--- config.mk ---
export PLATFORM = sky130hd
export DESIGN_NAME = mbrot_fifo
export DESIGN_NICKNAME = d
export VERILOG_FILES = /design/src/sv/mandelbrot_escape_time_pixel_top_assert.svh /design/src/sv/mbrot_pkg.sv /design/src/sv/mbrot_fifo.sv
export SDC_FILE = /design/constraint.sdc
export NUM_CORES = 1
export LEC_CHECK = 0
export BUFFER_PORTS_ARGS = -buffer_cell sky130_fd_sc_hd__buf_2
export CORE_MARGIN = 2
export CORE_UTILIZATION = 54
export CTS_BUF_LIST = sky130_fd_sc_hd__clkbuf_8
export CTS_CLUSTER_SIZE = 12
export DETAILED_ROUTE_END_ITERATION = 12
export PLACE_DENSITY = 0.82
export SLEW_MARGIN = 10
export SYNTH_ARGS = -nofsm -noshare
export SYNTH_HDL_FRONTEND = slang
export SYNTH_SLANG_ARGS = --single-unit
--- constraint.sdc ---
create_clock -name clk_i -period 6 [get_ports clk_i]
set_input_delay 0.9 -clock clk_i [delete_from_list [all_inputs] [get_ports clk_i]]
set_output_delay 0.9 -clock clk_i [all_outputs]
set_load 0.1 [all_outputs]
--- src/sv/mandelbrot_escape_time_pixel_top_assert.svh ---
// Assertion macros used by the iteration engine of the escape-time pixel evaluator.
`ifndef MANDELBROT_ESCAPE_TIME_PIXEL_TOP_ASSERT_SVH
`define MANDELBROT_ESCAPE_TIME_PIXEL_TOP_ASSERT_SVH

// Same-cycle implication, clocked on clk_i, off while rst_ni is low.
`define MBROT_ASSERT_IMP(lbl, ante, cons, msg) \
  lbl: assert property (@(posedge clk_i) disable iff (!rst_ni) (ante) |-> (cons)) \
    else $error(msg);

// Next-cycle implication, clocked on clk_i, off while rst_ni is low.
`define MBROT_ASSERT_NXT(lbl, ante, cons, msg) \
  lbl: assert property (@(posedge clk_i) disable iff (!rst_ni) (ante) |=> (cons)) \
    else $error(msg);

`endif

--- src/sv/mbrot_pkg.sv ---
// Shared constants, types and helper functions of the escape-time pixel evaluator.
package mbrot_pkg;

  localparam int COORD_BITS = 48;
  localparam int FRAC_BITS  = 44;
  localparam int COUNT_BITS = 16;
  localparam int PIXEL_BITS = 12;

  localparam int ZOOM_BITS     = COORD_BITS - 1;
  localparam int SIZE_BITS     = PIXEL_BITS + 1;
  localparam int CFG_ADDR_BITS = 3;
  localparam int CFG_DATA_BITS = COORD_BITS;

  localparam int IN_DATA_W  = ((2 * PIXEL_BITS + 7) / 8) * 8;
  localparam int OUT_DATA_W = ((COUNT_BITS + 7) / 8) * 8;

  // point mapping: signed span times pitch, halved, plus center
  localparam int SPAN_W     = PIXEL_BITS + 2;
  localparam int MAP_PROD_W = SPAN_W + COORD_BITS;
  localparam int MAP_SUM_W  = MAP_PROD_W + 1;

  // iteration datapath
  localparam int SQ_W   = 2 * COORD_BITS;
  localparam int DIFF_W = SQ_W + 1;
  localparam int UPD_W  = DIFF_W - FRAC_BITS + 2;
  localparam int SAT_IN_W = (MAP_SUM_W > UPD_W) ? MAP_SUM_W : UPD_W;
  localparam int LO_W   = COORD_BITS / 2;
  localparam int HI_W   = COORD_BITS - LO_W;
  localparam int PP_W   = COORD_BITS + HI_W;
  localparam int ESC_POS = 2 * FRAC_BITS + 2;

  localparam int FIFO_DEPTH = 2;
  localparam int FIFO_PTR_W = (FIFO_DEPTH > 1) ? $clog2(FIFO_DEPTH) : 1;
  localparam int FIFO_CNT_W = $clog2(FIFO_DEPTH + 1);

  localparam logic [ZOOM_BITS-1:0]  ZOOM_RST  = ZOOM_BITS'(64'd17592186044);
  localparam logic [SIZE_BITS-1:0]  WIDTH_RST = SIZE_BITS'(1024);
  localparam logic [SIZE_BITS-1:0]  HEIGHT_RST = SIZE_BITS'(1024);
  localparam logic [COUNT_BITS-1:0] LIMIT_RST = COUNT_BITS'(256);

  typedef enum logic [CFG_ADDR_BITS-1:0] {
    CFG_ZOOM_STEP       = 3'd0,
    CFG_CENTER_REAL     = 3'd1,
    CFG_CENTER_IMAG     = 3'd2,
    CFG_FRAME_COLS      = 3'd3,
    CFG_FRAME_ROWS      = 3'd4,
    CFG_ITERATION_LIMIT = 3'd5
  } cfg_reg_e;

  typedef logic signed [COORD_BITS-1:0] coord_t;

  typedef struct packed {
    coord_t cr;
    coord_t ci;
  } point_t;

  typedef struct packed {
    logic [ZOOM_BITS-1:0]  zoom_step;
    coord_t                center_real;
    coord_t                center_imag;
    logic [SIZE_BITS-1:0]  frame_cols;
    logic [SIZE_BITS-1:0]  frame_rows;
    logic [COUNT_BITS-1:0] iteration_limit;
  } cfg_t;

  // Clamp a wide signed value to the coordinate range.
  function automatic coord_t sat_coord(input logic signed [SAT_IN_W-1:0] v);
    logic [SAT_IN_W-COORD_BITS:0] top;
    coord_t res;
    top = v[SAT_IN_W-1:COORD_BITS-1];
    if ((&top) || !(|top)) begin
      res = v[COORD_BITS-1:0];
    end else if (v[SAT_IN_W-1]) begin
      res = {1'b1, {(COORD_BITS-1){1'b0}}};
    end else begin
      res = {1'b0, {(COORD_BITS-1){1'b1}}};
    end
    return res;
  endfunction

  // Magnitude; the most negative coordinate maps to 2^(COORD_BITS-1).
  function automatic logic [COORD_BITS-1:0] mag_coord(input coord_t v);
    logic [COORD_BITS-1:0] u;
    u = v;
    return v[COORD_BITS-1] ? (~u + COORD_BITS'(1)) : u;
  endfunction

endpackage

--- src/sv/mbrot_fifo.sv ---
// Short queue of mapped points between the front end and the iteration engine.
module mbrot_fifo
  import mbrot_pkg::*;
(
  input  logic   clk_i,
  input  logic   rst_ni,
  input  logic   push_valid_i,
  output logic   push_ready_o,
  input  point_t push_data_i,
  output logic   pop_valid_o,
  input  logic   pop_ready_i,
  output point_t pop_data_o
);

  point_t                mem_q [FIFO_DEPTH];
  logic [FIFO_PTR_W-1:0] wr_ptr_q, wr_ptr_d, rd_ptr_q, rd_ptr_d;
  logic [FIFO_CNT_W-1:0] count_q, count_d;
  logic                  push, pop;

  assign push_ready_o = (count_q != FIFO_CNT_W'(FIFO_DEPTH));
  assign pop_valid_o  = (count_q != '0);
  assign push         = push_valid_i && push_ready_o;
  assign pop          = pop_valid_o && pop_ready_i;
  assign pop_data_o   = mem_q[rd_ptr_q];

  always_comb begin
    wr_ptr_d = wr_ptr_q;
    rd_ptr_d = rd_ptr_q;
    count_d  = count_q;
    if (push) begin
      wr_ptr_d = (wr_ptr_q == FIFO_PTR_W'(FIFO_DEPTH - 1)) ? '0 : wr_ptr_q + FIFO_PTR_W'(1);
    end
    if (pop) begin
      rd_ptr_d = (rd_ptr_q == FIFO_PTR_W'(FIFO_DEPTH - 1)) ? '0 : rd_ptr_q + FIFO_PTR_W'(1);
    end
    if (push && !pop) begin
      count_d = count_q + FIFO_CNT_W'(1);
    end else if (pop && !push) begin
      count_d = count_q - FIFO_CNT_W'(1);
    end
  end

  always_ff @(posedge clk_i or negedge rst_ni) begin
    if (!rst_ni) begin
      wr_ptr_q <= '0;
      rd_ptr_q <= '0;
      count_q  <= '0;
    end else begin
      wr_ptr_q <= wr_ptr_d;
      rd_ptr_q <= rd_ptr_d;
      count_q  <= count_d;
    end
  end

  always_ff @(posedge clk_i) begin
    if (push) begin
      mem_q[wr_ptr_q] <= push_data_i;
    end
  end

endmodule

==> summary.md <==
| Metric | Value |
|---|---|
| Unrepaired setup endpoints after global routing | no |
| Number of I/O pins | 198 |
| Vias in the first global route | 3802 |
| Synthesized area | 0.007239 sq mm |
| Starting Density | 54.89% |
| Worst Path Max Fanout | 58 |
| Slew Limit Fails | 0 |
| DPL Wire Length | 8395 microns |
| Syn_nets | 418 |
| Final setup viols | 0 |
| Most frequent cell after synthesis | edfxtp_1 |
| Worst path slowest cell | dfrtp_4 |
| Rows | 42 |
| Synth Area in Compound Gates | 0% |
| Pre-antenna DRT Iters | 6 |
| Hold Path Class | in -> async |
| Predominant post-synthesis flop cell | edfxtp_1 |
| Gr ovfl total | 0 |
| Worst Setup End Kind | output pin |
| Final worst setup slack | 2.298 ns |
| Syn-to-layout area delta | 21.72% |
| Synth unique cells | 15 |
| Die area | 0.01435 sq mm |
| Fraction of registers with async set or reset after synthesis | 2.041% |
| Post-DRT Antenna Nets | 0 |
| Layout cells sized above 1 | 60.78% |
| Number of synthesized register bits | 196 |
| Drt drc | 0 |
| Clock transition at path regs | 0.09 ns |
| Initial DRC count | 300 |
| Crit-path max cell delay | 0.97 ns |
| Cells after Synth | 317 |
| Die Ht | 119.8 microns |
| Final Hold Viols | 0 |
| Ys Warns | 0 |
| Storage cell area | 0.005869 sq mm |
| Crit path cell chain | buf_4 > mux2_2 > buf_2 |
| Area of the core | 0.01319 sq mm |
| Number of H-tree levels | 4 |
| Clock insertion delay at the later pin of the skew report | 0.45 ns |
| CTS buffer count | 17 |
| Register area share after synthesis | 81.02% |
| Post_cts resized | 0 |
| CP startpoint kind | flip-flop |
| Synth Area in Adders | 0.1728% |
| Post-DR vias/cell | 5.053 |
| WS Path Type | reg -> out |
| # fillers | 894 |
| Period utilization | 61.70% |
| Worst slew pin tran | 0.8407 ns |
| Inserted Diodes | 0 |
| Xor/xnor share of the synthesized area | 0.6049% |
| Mean Syn Cell Area | 22.84 sq um |
| Root buf cell | clkbuf_8 |
| Setup bufs post-CTS | 0 |
| Hold Buf Count CTS | 0 |
| Via Count | 3608 |
| Worst EP arrival | 2.80 ns |
| Max-Cap Viols | 0 |
| Antenna violations before repair | 0 |
| Post-synthesis mux area share | 16.49% |
| Largest net degree at the start of global routing | 59 |
| First-pass GRT wire length | 19030 microns |
| Avg WL per Cell | 17.47 microns |
| EDFF count, synth | 192 |
| Biggest area consumer among synthesized cells | edfxtp_1 |
| Run status | complete, no violations |
| Slew HR | 43.95% |
| Clk sink count | 196 |
| Routability cong. | 0.6984 |
| Leading cell types by count after synthesis | 192 x edfxtp_1, 66 x mux2_2, 30 x mux2_4, 6 x buf_2, 5 x buf_6 |
| Port-buffer cells | 197 |
| Setup tns final | 0 ns |
| Crit path required time | 5.10 ns |
| Clock Tree Buf Depth | 2 |
| Post-synthesis simple-gate area fraction | 0.4666% |
| Synth area leaders | edfxtp_1 80%, mux2_2 10%, mux2_4 6.2% |
| Drt total wl | 12470 microns |
| GRT Total Usage | 17.77% |
| Die span in x | 119.8 microns |
| CTS tree | built |
| Min cycle time layout | 3.702 ns |
| Combinational family with the most area after synthesis | multiplexers |
| Hold Slack | 0.2317 ns |
| Area of the multi-input gates | 0.001296 sq mm |
| Post-synth top area share | 79.64% |
| Setup Skew | 0.01244 ns |
| Nets | 627 |
| Setup slack at placement | 2.747 ns |
| Highest clock rate | 0.2701 GHz |
==> cells in the final DEF (no fill, tap or decap), drive strengths merged <==
cell and n:
dfrtp 4, edfxtp 192, and3 1, ha 1, clkinvlp 2, bufinv 4, nand2 2, or2 1
nand2b 1, mux2 96, xnor2 3, nor2 2, xor2 2, inv 5, clkinv 4, clkbuf 17
buf 201
==> critical path: cells and delay by family (launching register included) <==
kind | cells | cell delay [ns]
buf+inv | 2 | 0.93
mux | 1 | 0.42
flops | 1 | 0.97
==> logic make-up (layout without fill, tap and decap cells) <==
logic type / Yosys count / in the layout
DFF: 196 / 196
xor gates and xnor gates: 5 / 5
buffers and inverters: 12 / 233
adders and majority gates: 1 / 1
muxes: 96 / 96
and+or+nand+nor: 7 / 7
==> state kept, by name (all words and copies together) (netlist names) <==
name / flops
count_q: 2
mem_q: 192
rd_ptr_q: 1
wr_ptr_q: 1
==> routing by layer <==
metal,wire (microns),track usage [%]
met5,0,0
met2,6297,29.18
met4,246,8.088
met1,5047,21.69
met3,883,5.608
==> stage by stage <==
stage | util, % | area, sq um | cells
finish | 66.81 | 8812 | 714
global route | 66.81 | 8812 | 714
CTS | 66.81 | 8812 | 714
detailed placement | 63.73 | 8406 | 683
global placement | 63.73 | 8406 | 683
floorplan | - | 7242 | 317
==> cell type report <==
cell class / count / area share (%)
well taps: 176 / 2.499
multi-input cells: 109 / 14.71
inverters: 1 / 0.04260
flip-flops and latches: 196 / 66.61
repair buffers: 201 / 11.53
clock inverters: 14 / 1.959
clock buffers: 17 / 2.655
==> final timing paths <==
path	start	end	slack (ns)	cells past startpoint
min reg2reg	count_q[1]	count_q[1]	0.50	1
max reg2reg	count_q[0]	mem_q[1][89]	3.65	3
min	rst_ni	count_q[0]	0.23	1
min in group clk_i	count_q[1]	count_q[1]	0.50	1
max	rd_ptr_q	pop_data_o[6]	2.30	3
max in group asynchronous	rst_ni	rd_ptr_q	5.62	1
Power is left out: the tool's default activity adds up to more than one toggle a clock period on the data nets, which glitch-free logic cannot reach.
