### src/sv/mandelbrot_escape_time_pixel_top_assert.svh
// Assertion macros used by the iteration engine of the escape-time pixel evaluator.
`ifndef MANDELBROT_ESCAPE_TIME_PIXEL_TOP_ASSERT_SVH
`define MANDELBROT_ESCAPE_TIME_PIXEL_TOP_ASSERT_SVH

// Same-cycle implication, clocked on clk_i, off while rst_ni is low.
`define MBROT_ASSERT_IMP(lbl, ante, cons, msg) \
  lbl: assert property (@(posedge clk_i) disable iff (!rst_ni) (ante) |-> (cons)) \
    else $error(msg);

// Next-cycle implication, clocked on clk_i, off while rst_ni is low.
`define MBROT_ASSERT_NXT(lbl, ante, cons, msg) \
  lbl: assert property (@(posedge clk_i) disable iff (!rst_ni) (ante) |=> (cons)) \
    else $error(msg);

`endif

### src/sv/mbrot_pkg.sv
// Shared constants, types and helper functions of the escape-time pixel evaluator.
package mbrot_pkg;

  localparam int COORD_BITS = 48;
  localparam int FRAC_BITS  = 44;
  localparam int COUNT_BITS = 16;
  localparam int PIXEL_BITS = 12;

  localparam int ZOOM_BITS     = COORD_BITS - 1;
  localparam int SIZE_BITS     = PIXEL_BITS + 1;
  localparam int CFG_ADDR_BITS = 3;
  localparam int CFG_DATA_BITS = COORD_BITS;

  localparam int IN_DATA_W  = ((2 * PIXEL_BITS + 7) / 8) * 8;
  localparam int OUT_DATA_W = ((COUNT_BITS + 7) / 8) * 8;

  // point mapping: signed span times pitch, halved, plus center
  localparam int SPAN_W     = PIXEL_BITS + 2;
  localparam int MAP_PROD_W = SPAN_W + COORD_BITS;
  localparam int MAP_SUM_W  = MAP_PROD_W + 1;

  // iteration datapath
  localparam int SQ_W   = 2 * COORD_BITS;
  localparam int DIFF_W = SQ_W + 1;
  localparam int UPD_W  = DIFF_W - FRAC_BITS + 2;
  localparam int SAT_IN_W = (MAP_SUM_W > UPD_W) ? MAP_SUM_W : UPD_W;
  localparam int LO_W   = COORD_BITS / 2;
  localparam int HI_W   = COORD_BITS - LO_W;
  localparam int PP_W   = COORD_BITS + HI_W;
  localparam int ESC_POS = 2 * FRAC_BITS + 2;

  localparam int FIFO_DEPTH = 2;
  localparam int FIFO_PTR_W = (FIFO_DEPTH > 1) ? $clog2(FIFO_DEPTH) : 1;
  localparam int FIFO_CNT_W = $clog2(FIFO_DEPTH + 1);

  localparam logic [ZOOM_BITS-1:0]  ZOOM_RST  = ZOOM_BITS'(64'd17592186044);
  localparam logic [SIZE_BITS-1:0]  WIDTH_RST = SIZE_BITS'(1024);
  localparam logic [SIZE_BITS-1:0]  HEIGHT_RST = SIZE_BITS'(1024);
  localparam logic [COUNT_BITS-1:0] LIMIT_RST = COUNT_BITS'(256);

  typedef enum logic [CFG_ADDR_BITS-1:0] {
    CFG_ZOOM_STEP       = 3'd0,
    CFG_CENTER_REAL     = 3'd1,
    CFG_CENTER_IMAG     = 3'd2,
    CFG_FRAME_COLS      = 3'd3,
    CFG_FRAME_ROWS      = 3'd4,
    CFG_ITERATION_LIMIT = 3'd5
  } cfg_reg_e;

  typedef logic signed [COORD_BITS-1:0] coord_t;

  typedef struct packed {
    coord_t cr;
    coord_t ci;
  } point_t;

  typedef struct packed {
    logic [ZOOM_BITS-1:0]  zoom_step;
    coord_t                center_real;
    coord_t                center_imag;
    logic [SIZE_BITS-1:0]  frame_cols;
    logic [SIZE_BITS-1:0]  frame_rows;
    logic [COUNT_BITS-1:0] iteration_limit;
  } cfg_t;

  // Clamp a wide signed value to the coordinate range.
  function automatic coord_t sat_coord(input logic signed [SAT_IN_W-1:0] v);
    logic [SAT_IN_W-COORD_BITS:0] top;
    coord_t res;
    top = v[SAT_IN_W-1:COORD_BITS-1];
    if ((&top) || !(|top)) begin
      res = v[COORD_BITS-1:0];
    end else if (v[SAT_IN_W-1]) begin
      res = {1'b1, {(COORD_BITS-1){1'b0}}};
    end else begin
      res = {1'b0, {(COORD_BITS-1){1'b1}}};
    end
    return res;
  endfunction

  // Magnitude; the most negative coordinate maps to 2^(COORD_BITS-1).
  function automatic logic [COORD_BITS-1:0] mag_coord(input coord_t v);
    logic [COORD_BITS-1:0] u;
    u = v;
    return v[COORD_BITS-1] ? (~u + COORD_BITS'(1)) : u;
  endfunction

endpackage

### src/sv/mbrot_front.sv
// Front end: maps a pixel position to its point c in the complex plane.
module mbrot_front
  import mbrot_pkg::*;
(
  input  logic                  clk_i,
  input  logic                  rst_ni,
  input  cfg_t                  cfg_i,
  input  logic                  in_valid_i,
  output logic                  in_ready_o,
  input  logic [PIXEL_BITS-1:0] in_col_i,
  input  logic [PIXEL_BITS-1:0] in_row_i,
  output logic                  out_valid_o,
  input  logic                  out_ready_i,
  output point_t                out_point_o
);

  logic                         pvalid_q, pvalid_d;
  logic signed [MAP_PROD_W-1:0] prod_x_q, prod_y_q;
  logic signed [SPAN_W-1:0]     span_x, span_y;
  logic signed [MAP_PROD_W-1:0] prod_x, prod_y;
  logic signed [SAT_IN_W-1:0]   sum_x, sum_y;
  logic                         load;

  // span = 2*index - size, always inside SPAN_W signed bits
  assign span_x = SPAN_W'({1'b0, in_col_i, 1'b0} - {1'b0, cfg_i.frame_cols});
  assign span_y = SPAN_W'({1'b0, in_row_i, 1'b0} - {1'b0, cfg_i.frame_rows});

  assign prod_x = span_x * $signed({1'b0, cfg_i.zoom_step});
  assign prod_y = span_y * $signed({1'b0, cfg_i.zoom_step});

  assign in_ready_o = !pvalid_q || out_ready_i;
  assign load       = in_valid_i && in_ready_o;

  always_comb begin
    pvalid_d = pvalid_q;
    if (load) begin
      pvalid_d = 1'b1;
    end else if (out_ready_i) begin
      pvalid_d = 1'b0;
    end
  end

  always_ff @(posedge clk_i or negedge rst_ni) begin
    if (!rst_ni) begin
      pvalid_q <= 1'b0;
    end else begin
      pvalid_q <= pvalid_d;
    end
  end

  always_ff @(posedge clk_i) begin
    if (load) begin
      prod_x_q <= prod_x;
      prod_y_q <= prod_y;
    end
  end

  // floor(product / 2) + center, clamped
  assign sum_x = SAT_IN_W'(prod_x_q >>> 1) + SAT_IN_W'(cfg_i.center_real);
  assign sum_y = SAT_IN_W'(prod_y_q >>> 1) + SAT_IN_W'(cfg_i.center_imag);

  assign out_valid_o    = pvalid_q;
  assign out_point_o.cr = sat_coord(sum_x);
  assign out_point_o.ci = sat_coord(sum_y);

endmodule

### config.mk
export PLATFORM = sky130hd
export DESIGN_NAME = mbrot_front
export DESIGN_NICKNAME = d
export VERILOG_FILES = /design/src/sv/mandelbrot_escape_time_pixel_top_assert.svh /design/src/sv/mbrot_pkg.sv /design/src/sv/mbrot_front.sv
export SDC_FILE = /design/constraint.sdc
export NUM_CORES = 2
export LEC_CHECK = 0
export BUFFER_PORTS_ARGS = -buffer_cell sky130_fd_sc_hd__buf_4
export CAP_MARGIN = 20
export CORE_ASPECT_RATIO = 1.25
export CORE_MARGIN = 4
export CORE_UTILIZATION = 25
export CTS_CLUSTER_DIAMETER = 60
export DETAILED_ROUTE_END_ITERATION = 8
export PLACE_DENSITY = 0.52
export SYNTH_ARGS = -nofsm -noshare
export SYNTH_HDL_FRONTEND = slang
export SYNTH_SLANG_ARGS = --single-unit
export TNS_END_PERCENT = 10
### constraint.sdc
create_clock -name clk_i -period 5.4 [get_ports clk_i]
set_input_delay 1.08 -clock clk_i [delete_from_list [all_inputs] [get_ports clk_i]]
set_output_delay 1.08 -clock clk_i [all_outputs]
set_load 0.01 [all_outputs]
==> run_results.csv <==
group,metric,value,unit
sta,tightest_slew,0.9938,ns
sta,finalHoldViolCount,0,
routing,drtIter0Drc,2373,
yosys,netlist.area_leader.share,0.3948,
die,core_area,217200,µm²
setup_path,crit-reg2reg-capture,"prod_y_q[5]",
setup_path,worstPathRequired,5.65,ns
cts,cts_num_sinks,123,
sta,max_freq,112.2,MHz
die,die_area,226600,µm²
routing,dr.pass1.iters,5,
cts,clockBufferDepth,2,
yosys,synth_ff_type,"edfxtp_1",
setup_path,cpMostUsedCell,"fa_1",
placed_design,io_buffers,294,
yosys,synth_warnings,0,
cts,cts_tree,"built",
sta,slew_headroom,0.3375,
finish,final_cell_area,73460,µm²
setup_path,worstSetupPathType,"primary input to register",
global_routing,grt_start_max_net_pins,123,
cts,clk_latency,0.50,ns
setup_path,slowest_delay,0.56,ns
die,num_io_pins,311,
die,fp.dieH,531.3,µm
finish,nets,9334,
yosys,syn-instance-count,6295,
global_routing,globalRouteOverflowTotal,0,
routing,drc,0,
setup_path,crit_buf_inv,8,
cts,ctsRootBufferMaster,"clkbuf_16",
routing,ant_nets,0,
global_routing,antenna_found_initial,26,
run_status,violations,"setup timing",
yosys,yosysUniqueCellTypes,86,
setup_path,rr_startpoint,"out_valid_o",
cts,ctsHoldBuffers,0,
run_status,status,"finished with violations",
setup_path,critical_path.max_fanout,7,
min_path,hold_path_class,"primary input to async pin",
die,start_util,0.2521,
sta,setup_viol,208,
sta,setup_slack,-3.512,ns
yosys,ys_seq_area_frac,0.06736,
finish,drive_gt1_frac,0.2798,
placed_design,globalplace.congestion,0.9070,
yosys,syn_area,54760,µm²
yosys,ys_top_cells_by_area,"fa_1 39%, ha_1 11%, inv_1 7.4%, edfxtp_1 6.7%, nand2_1 6.6%",
finish,syn2layout_area_growth,34.14,%
setup_path,slowest_stage,"fa_1",
global_routing,grt_pass1_wl,291.7,mm
setup_path,cp-start-kind,"primary input",
sta,worst_clock_skew,0.01674,ns
yosys,avgSynthCellArea,8.699,µm²
routing,vias,47614,
yosys,synth_seq_cells,123,
yosys,async_flop_share,0.008130,
global_routing,grt_pass1_vias,52435,
sta,rsz0062_at_grt,"yes",
setup_path,r2r_setup_slack,3.62,ns
global_routing,grt_use_total,0.1647,
placed_design,postPlaceCellArea,69320,µm²
routing,wl_per_cell,17.96,µm
yosys,synth_top_cell_by_area,"fa_1",
cts,htreeDepth,4,
sta,maxSlewViolCount,0,
setup_path,critPathCaptureType,"register",
cts,numCtsBuffers,17,
setup_path,ff2ff_path_depth,3,
routing,routed_via_density,4.548,
sta,min_period,8.912,ns
finish,utilization,0.3382,
cts,cts.clk_slew.worst_paths,0.07,ns
flow_run,maxCapViolations,0,
routing,wl,188.0,mm
setup_path,crit_family,"adder cells",
yosys,synth_edf_count,122,
sta,final.period_utilization,1.650,
die,dieWidth,426.6,µm
yosys,syn-num-nets,8082,
setup_path,crit_path_start,"cfg_i[17]",
placed_design,dpl.hpwl,157.8,mm
setup_path,worstPathArrival,9.16,ns
die,rows,191,
-- final cells by class --
class / count / area [µm²]
Fill cell: 22454 / 143800
Multi-Input combinational cell: 4712 / 47980
Timing Repair Buffer: 1616 / 13460
Inverter: 1077 / 4053
Sequential cell: 123 / 3689
Tap cell: 2895 / 3622
Clock buffer: 18 / 429.2
Clock inverter: 14 / 187.7
Antenna cell: 15 / 37.54
-- flip-flops by register name, indices dropped and copies added, names as in the netlist --
name,count
prod_y_q,61
out_valid_o,1
prod_x_q,61
-- what timing repair did --
item,CTS,global route
gates resized for setup,244,306
buffers inserted,68,46
setup endpoints to repair,206,211
pin swaps,132,212
cloned,9,3
-- synthesized netlist by cell type (all sizes together) (18+ instances only) --
master and n:
mux2i 91, buf 67, fa 1080, a211oi 18
a21oi 294, nand2 970, and3 20, o21bai 31
edfxtp 122, a21boi 22, inv 1077, o211ai 19
clkbuf 313, a21o 136, o21ai 164, nor2 218
o21a 35, nand3 55, a31oi 18, xnor2 139
and2 436, nand2b 28, ha 494, xor2 101
nor3 30, nand4 79, or2 37, nor2b 24
-- worst max-delay path by stage --
stage	end	slack, ns	depth (start not counted)
2_1_floorplan	prod_x_q[60]	-3.73	39
3_3_place_gp	prod_y_q[44]	-4.31	38
3_5_place_dp	prod_y_q[60]	-4.36	37
4_1_cts	prod_y_q[55]	-3.47	35
5_1_grt	prod_y_q[60]	-3.85	40
6_report	prod_y_q[60]	-3.51	39
-- cells in the final DEF, fill, tap and decap left out, drive strengths merged, types with 12 or more instances in the layout --
master / count
buf: 1612
inv: 1081
fa: 1080
nand2: 970
ha: 494
and2: 436
a21oi: 294
nor2: 218
o21ai: 164
xnor2: 139
a21o: 136
edfxtp: 122
xor2: 101
mux2i: 91
nand4: 79
nand3: 55
or2: 37
o21a: 35
o21bai: 31
nor3: 30
nand2b: 28
nor2b: 24
a21boi: 22
clkbuf: 21
and3: 20
o211ai: 19
a31oi: 18
a211oi: 18
diode: 15
and4: 15
o31ai: 14
o31a: 12
-- per-layer routing --
metal,GRT usage,routed length [µm],vias up
li1,-,-,22209
met1,0.1938,74500,24105
met2,0.3023,97780,1008
met3,0.02198,8157,276
met4,0.06345,7488,16
met5,0,119,-
-- cell families (layout without fill, tap and decap cells) --
kind of cell               count (synthesis)  after routing  share of synthesized area
and+or+nand+nor                         1953           1953                     0.1685
adders and majority gates               1574           1574                     0.5077
buffers and inverters                   1460           2725                     0.1021
AOI/OAI and AO/OA                        845            845                    0.09751
xor gates and xnor gates                 240            240                    0.03838
DFF                                      123            123                    0.06736
muxes                                    100            100                    0.01848
other                                      0             15                          0
-- per-stage QoR --
stage / hold WS [ns] / instances / setup TNS, ns / setup WS [ns]
2_1_floorplan: 0.6221 / 6295 / -311.68 / -3.731
3_3_place_gp: 0.5198 / 10309 / -473.51 / -4.306
3_5_place_dp: 0.5388 / 10309 / -478.31 / -4.363
4_1_cts: 0.2784 / 10415 / -407.00 / -3.471
5_1_grt: 0.3110 / 10462 / -403.95 / -3.852
6_report: 0.3376 / 10470 / -358.82 / -3.512
Power is left out: the tool's default activity adds up to more than one toggle a clock period on the data nets, which glitch-free logic cannot reach.
